==> src/crbm_pkg.sv <==
// Shared types and constants for the controller report blend merger.
package crbm_pkg;

    localparam logic       ACT_REPORT     = 1'b0;
    localparam logic       ACT_DISCONNECT = 1'b1;
    localparam logic       MODE_BLEND     = 1'b0;
    localparam logic       MODE_LATEST    = 1'b1;
    localparam logic [7:0] CENTER         = 8'd128;
    localparam logic [31:0] STICK_NEUTRAL = 32'h8080_8080;
    localparam logic [7:0] INST_NONE      = 8'hFF;

    typedef struct packed {
        logic        action;
        logic        store;
        logic [7:0]  addr;
        logic [7:0]  inst;
        logic [31:0] buttons;
        logic [31:0] keys;
        logic [31:0] sticks;
        logic [15:0] triggers;
        logic [7:0]  delta_x;
        logic [7:0]  delta_y;
    } cmd_t;

    typedef struct packed {
        logic        need_claim;
        logic        wrote;
        logic        have_lead;
        logic [31:0] buttons;
        logic [31:0] keys;
        logic [31:0] sticks;
        logic [15:0] triggers;
        logic [7:0]  lead_addr;
        logic [7:0]  lead_inst;
    } acc_t;

    typedef struct packed {
        logic        dropped;
        logic [31:0] buttons;
        logic [31:0] keys;
        logic [31:0] sticks;
        logic [15:0] triggers;
        logic [7:0]  delta_x;
        logic [7:0]  delta_y;
        logic [7:0]  lead_addr;
        logic [7:0]  lead_inst;
    } res_t;

endpackage

==> src/crbm_cell.sv <==
// One slot cell: holds a device slot, updates it and folds it into the passing blend.
module crbm_cell (
    input  logic          clk,
    input  logic          rst_n,
    input  crbm_pkg::cmd_t cmd,
    input  logic          tok_in,
    input  crbm_pkg::acc_t acc_in,
    output logic          tok_out,
    output crbm_pkg::acc_t acc_out,
    output logic          match
);
    import crbm_pkg::*;

    logic        active_reg,  active_next;
    logic [7:0]  addr_reg,    addr_next;
    logic [7:0]  inst_reg,    inst_next;
    logic [31:0] buttons_reg, buttons_next;
    logic [31:0] keys_reg,    keys_next;
    logic [31:0] sticks_reg,  sticks_next;
    logic [15:0] trig_reg,    trig_next;
    logic        tok_reg;
    acc_t        acc_reg,     acc_next;

    function automatic logic [7:0] axis_dist(input logic [7:0] v);
        begin
            axis_dist = (v >= CENTER) ? (v - CENTER) : (CENTER - v);
        end
    endfunction

    assign match = active_reg && (addr_reg == cmd.addr) && (inst_reg == cmd.inst);

    always_comb
    begin
        active_next  = active_reg;
        addr_next    = addr_reg;
        inst_next    = inst_reg;
        buttons_next = buttons_reg;
        keys_next    = keys_reg;
        sticks_next  = sticks_reg;
        trig_next    = trig_reg;
        acc_next     = acc_in;
        if (tok_in)
        begin
            if (cmd.action == ACT_DISCONNECT && match)
            begin
                active_next  = 1'b0;
                addr_next    = 8'd0;
                inst_next    = INST_NONE;
                buttons_next = 32'd0;
                keys_next    = 32'd0;
                sticks_next  = STICK_NEUTRAL;
                trig_next    = 16'd0;
            end
            else if (cmd.store &&
                     ((match && !acc_in.wrote) || (acc_in.need_claim && !active_reg)))
            begin
                active_next  = 1'b1;
                addr_next    = cmd.addr;
                inst_next    = cmd.inst;
                buttons_next = cmd.buttons;
                keys_next    = cmd.keys;
                sticks_next  = cmd.sticks;
                trig_next    = cmd.triggers;
                acc_next.wrote      = 1'b1;
                acc_next.need_claim = 1'b0;
            end
            if (active_next)
            begin
                acc_next.buttons = acc_in.buttons | buttons_next;
                acc_next.keys    = acc_in.keys | keys_next;
                for (int b = 0; b < 4; b++)
                begin
                    if (axis_dist(sticks_next[b*8 +: 8]) > axis_dist(acc_in.sticks[b*8 +: 8]))
                        acc_next.sticks[b*8 +: 8] = sticks_next[b*8 +: 8];
                end
                for (int b = 0; b < 2; b++)
                begin
                    if (trig_next[b*8 +: 8] > acc_in.triggers[b*8 +: 8])
                        acc_next.triggers[b*8 +: 8] = trig_next[b*8 +: 8];
                end
                if (!acc_in.have_lead)
                begin
                    acc_next.have_lead = 1'b1;
                    acc_next.lead_addr = addr_next;
                    acc_next.lead_inst = inst_next;
                end
            end
        end
    end

    always_ff @(posedge clk or negedge rst_n)
    begin
        if (!rst_n)
        begin
            active_reg  <= 1'b0;
            addr_reg    <= 8'd0;
            inst_reg    <= INST_NONE;
            buttons_reg <= 32'd0;
            keys_reg    <= 32'd0;
            sticks_reg  <= STICK_NEUTRAL;
            trig_reg    <= 16'd0;
            tok_reg     <= 1'b0;
        end
        else
        begin
            active_reg  <= active_next;
            addr_reg    <= addr_next;
            inst_reg    <= inst_next;
            buttons_reg <= buttons_next;
            keys_reg    <= keys_next;
            sticks_reg  <= sticks_next;
            trig_reg    <= trig_next;
            tok_reg     <= tok_in;
        end
    end

    always_ff @(posedge clk)
    begin
        acc_reg <= acc_next;
    end

    assign tok_out = tok_reg;
    assign acc_out = acc_reg;

endmodule

==> config.mk <==
export PLATFORM = sky130hd
export DESIGN_NAME = crbm_cell
export DESIGN_NICKNAME = d
export VERILOG_FILES = /design/src/crbm_pkg.sv /design/src/crbm_cell.sv
export SDC_FILE = /design/constraint.sdc
export NUM_CORES = 1
export LEC_CHECK = 0
export BUFFER_PORTS_ARGS = -buffer_cell sky130_fd_sc_hd__buf_2
export CAP_MARGIN = 0
export CELL_PAD_IN_SITES_DETAIL_PLACEMENT = 1
export CELL_PAD_IN_SITES_GLOBAL_PLACEMENT = 2
export CORE_MARGIN = 2
export CORE_UTILIZATION = 34
export CTS_CLUSTER_SIZE = 20
export DETAILED_ROUTE_END_ITERATION = 10
export GPL_TIMING_DRIVEN = 0
export PLACE_DENSITY = 0.86
export SETUP_SLACK_MARGIN = 0.15
export SLEW_MARGIN = 20
export SYNTH_ARGS = -nofsm -noshare
export SYNTH_HDL_FRONTEND = slang
export SYNTH_SLANG_ARGS = --single-unit
==> constraint.sdc <==
create_clock -name clk -period 6.25 [get_ports clk]
set_input_delay 0.3125 -clock clk [delete_from_list [all_inputs] [get_ports clk]]
set_output_delay 0.3125 -clock clk [all_outputs]
set_load 0.02 [all_outputs]
==> results.md <==
* Initial core utilization at 0.343
* F_max at 176 MHz
* Worst-margin pin slew at 982 ps
* Setup ws final at 560 ps
* Global-route wire length before repair at 86600 um
* Final nets at 2282
* Status: finished clean
* Avg Cell Area, Syn at 10.1 um2
* Most used DFF post-synth: dfxtp_1
* Worst-skew pair later-pin latency at 590 ps
* Crit path time final at 5690 ps
* Cell accounting for the most synthesized area: dfrtp_1
* Peak fanout along the critical path at 10
* GRT Residual Overflow at 0
* CTS tree: built
* ANT nets after route at 0
* Port-buffer cells at 388
* Num CTS Buffers at 31
* Setup TNS at 0 ps
* Critical Path Start: inst_reg[6]
* Worst setup path endpoint: acc_out[40]
* Mapped Area at 13200 um2
* Vias in the first global route at 14700
* # fillers at 4406
* Core area at 38600 um2
* Mapped Nets at 1652
* Worst-path clk slew at 60 ps
* Antenna violations before repair at 19
* Leakage power at 9.02 nW
* CTS H-tree depth at 1
* # rows at 72
* Slew HR at 0.342
* DRC viols at 0
* Reg2reg start: inst_reg[6]
* Max_cap viols at 0
* Peak supply drop at 0.198 mV
* Wirelength per Cell at 22.6 um
* Final Wtd Congestion at 0.854
* Finished Layout Cells at 2505
* Slowest CP cell: clkbuf_1
* IO Pins at 413
* Asr flop ratio synth at 0.498
* Post-DP HPWL at 37800 um
* Synthesized flop and latch total at 261
* Die area at 40500 um2
* Post-Route WL at 56600 um
* Num Clock Sinks at 261
* Final Hold Viols at 0
* Footprint of the multi-input gates at 6840 um2
* Placed cell count at 2224
* Skew final at 16.3 ps
* Worst Setup End Kind: flip-flop
* Count of cell types in the netlist at 47
* Register-to-Register Path Depth at 18
* Worst flop-to-flop path endpoint: acc_out[40]
* Hold Slack at 21.3 ps
* Crit path largest cell delay at 800 ps
* Worst reg2reg setup slack at 560 ps
* Ys Warns at 0
* Synth cell count leaders: dfxtp_1 (131), dfrtp_1 (118), a22o_1 (113)
* Setup Viol. Count Final at 0
* Height of the chip at 201 um
* Setup CP Type: flip-flop to flip-flop
* EDFF count, synth at 0
* CTS max path bufs at 3
* Gr usage total at 0.273
* Worst Hold Class: input pin to flip-flop
* Cell at the root of the clock tree: clkbuf_16
* Post-Syn Instances at 1316
* Drt via density at 5.30
* Sequential element share of the synthesized area at 0.445
* Setup crit start kind: flip-flop
* First DRT Iteration DRCs at 500
* RSZ-0062 raised after global routing: false
* First-pass iteration count of the detailed router at 5
* Max Slew Vio Count at 0
* Postcts setup bufs at 0
* Dpl ws at 777 ps
* Worst-path cell chain: xor2_1 -> nor4_1 -> and3_1 -> a31oi_1 -> clkbuf_1 -> mux2_2 -> nand2_1 -> ha_1 -> a31oi_1 -> xor2_1 -> nor2_1 -> a211oi_1 -> ha_1 -> a21o_1 -> a21oi_1 -> o21ai_0 -> nand3_2 -> mux2_2
* Worst Path Required at 6720 ps
* Layout cells sized above 1 at 0.289
* DIE WIDTH at 201 um
* Max reg flops at 131
* Pwr dens at 313 nW/um2
* Seq. cell area at 5890 um2
* Area growth from synthesis to layout at 43.3%
* Routed vias at 13300
* Largest net degree at the start of global routing at 79
* Worst Path Arrival at 6160 ps
* Top cells by area, synth: dfrtp_1 (22%), dfxtp_1 (20%), a22o_1 (7.5%)
* Count leader, synth: dfxtp_1
* Post-route clock period utilization at 0.910
* Synth top area share at 0.223
[worst max-delay path: cells and delay by family (launching register included)]
| kind | cells | cell delay (ps) |
|---|---|---|
| AND/OR/NAND/NOR | 5 | 720 |
| AO/OA/AOI/OAI | 6 | 1680 |
| XOR/XNOR | 2 | 330 |
| adder cells (fa/ha/maj) | 2 | 650 |
| flip-flops | 1 | 550 |
| buffers and inverters | 1 | 800 |
| multiplexers | 2 | 830 |
[worst min path at each step]
stage,from,end,slack (ps),cells after the start
after floorplan,rst_n,active_reg,20,0
after global placement,tok_in,tok_out,470,1
after detailed placement,rst_n,buttons_reg[26],260,1
after CTS,acc_in[60],acc_out[60],1,2
after global routing,acc_in[130],acc_out[130],10,2
final,cmd[129],inst_reg[1],20,2
[power breakdown]
part / internal, mW / switching [mW]
clock: 1.01 / 0.775
sequential: 2.00 / 0.196
combinational: 0.908 / 1.05
[stage by stage]
step,power [mW],cell area [um2],utilization
floorplan,3.39,13200,-
global placement,3.94,15800,0.411
detailed placement,4.02,15900,0.412
CTS,5.93,18900,0.491
global route,6.26,19000,0.492
finish,5.95,19000,0.492
[placed cells by master, fill, tap and decap left out, drive strengths merged, types with 10 or more instances in the layout]
cell and n:
o21bai 66, and3 65, a21o 11, a31oi 14, xor2 25, o22a 11
a21oi 108, o21ai 31, dfxtp 131, ha 56, and2 14, dlygate4sd3 207
nor3 34, mux2i 28, diode 16, dfstp 12, inv 43, xnor2 48
dfrtp 118, buf 411, nand3 16, a211oi 28, nand2 39, a22o 113
nand4 13, mux2 88, nor2b 10, clkbuf 119, nor2 78
[cell families after synthesis]
group,share of synthesized area
xor gates and xnor gates,0.0483
DFF,0.445
muxes,0.0960
AOI/OAI and AO/OA,0.206
adders and majority gates,0.0529
buffers and inverters,0.0389
and+or+nand+nor,0.113
[routing by layer]
layer,part of all wire,vias to the layer above,wire length (um),global-route usage
met3,0.053,140,2980,0.0475
met5,0.00071,-,40,0
met1,0.41,6657,23300,0.329
met2,0.50,425,28000,0.478
li1,-,6055,-,-
met4,0.040,6,2280,0.118
[final cells by class]
cell class | count | area share
Clock inverter | 7 | 0.00283
Timing Repair Buffer | 597 | 0.214
Buffer | 89 | 0.0189
Clock buffer | 51 | 0.0490
Tap cell | 518 | 0.0341
Sequential cell | 261 | 0.310
Multi-Input combinational cell | 924 | 0.360
Inverter | 42 | 0.00831
Antenna cell | 16 | 0.00211
[repair_timing]
item / CTS / global route
endpoints found under the hold margin: 241 / 0
gates resized for setup: 0 / 0
hold buffers: 207 / 0
setup endpoints to repair: 0 / 0
(Power assumes the default switching activity.)
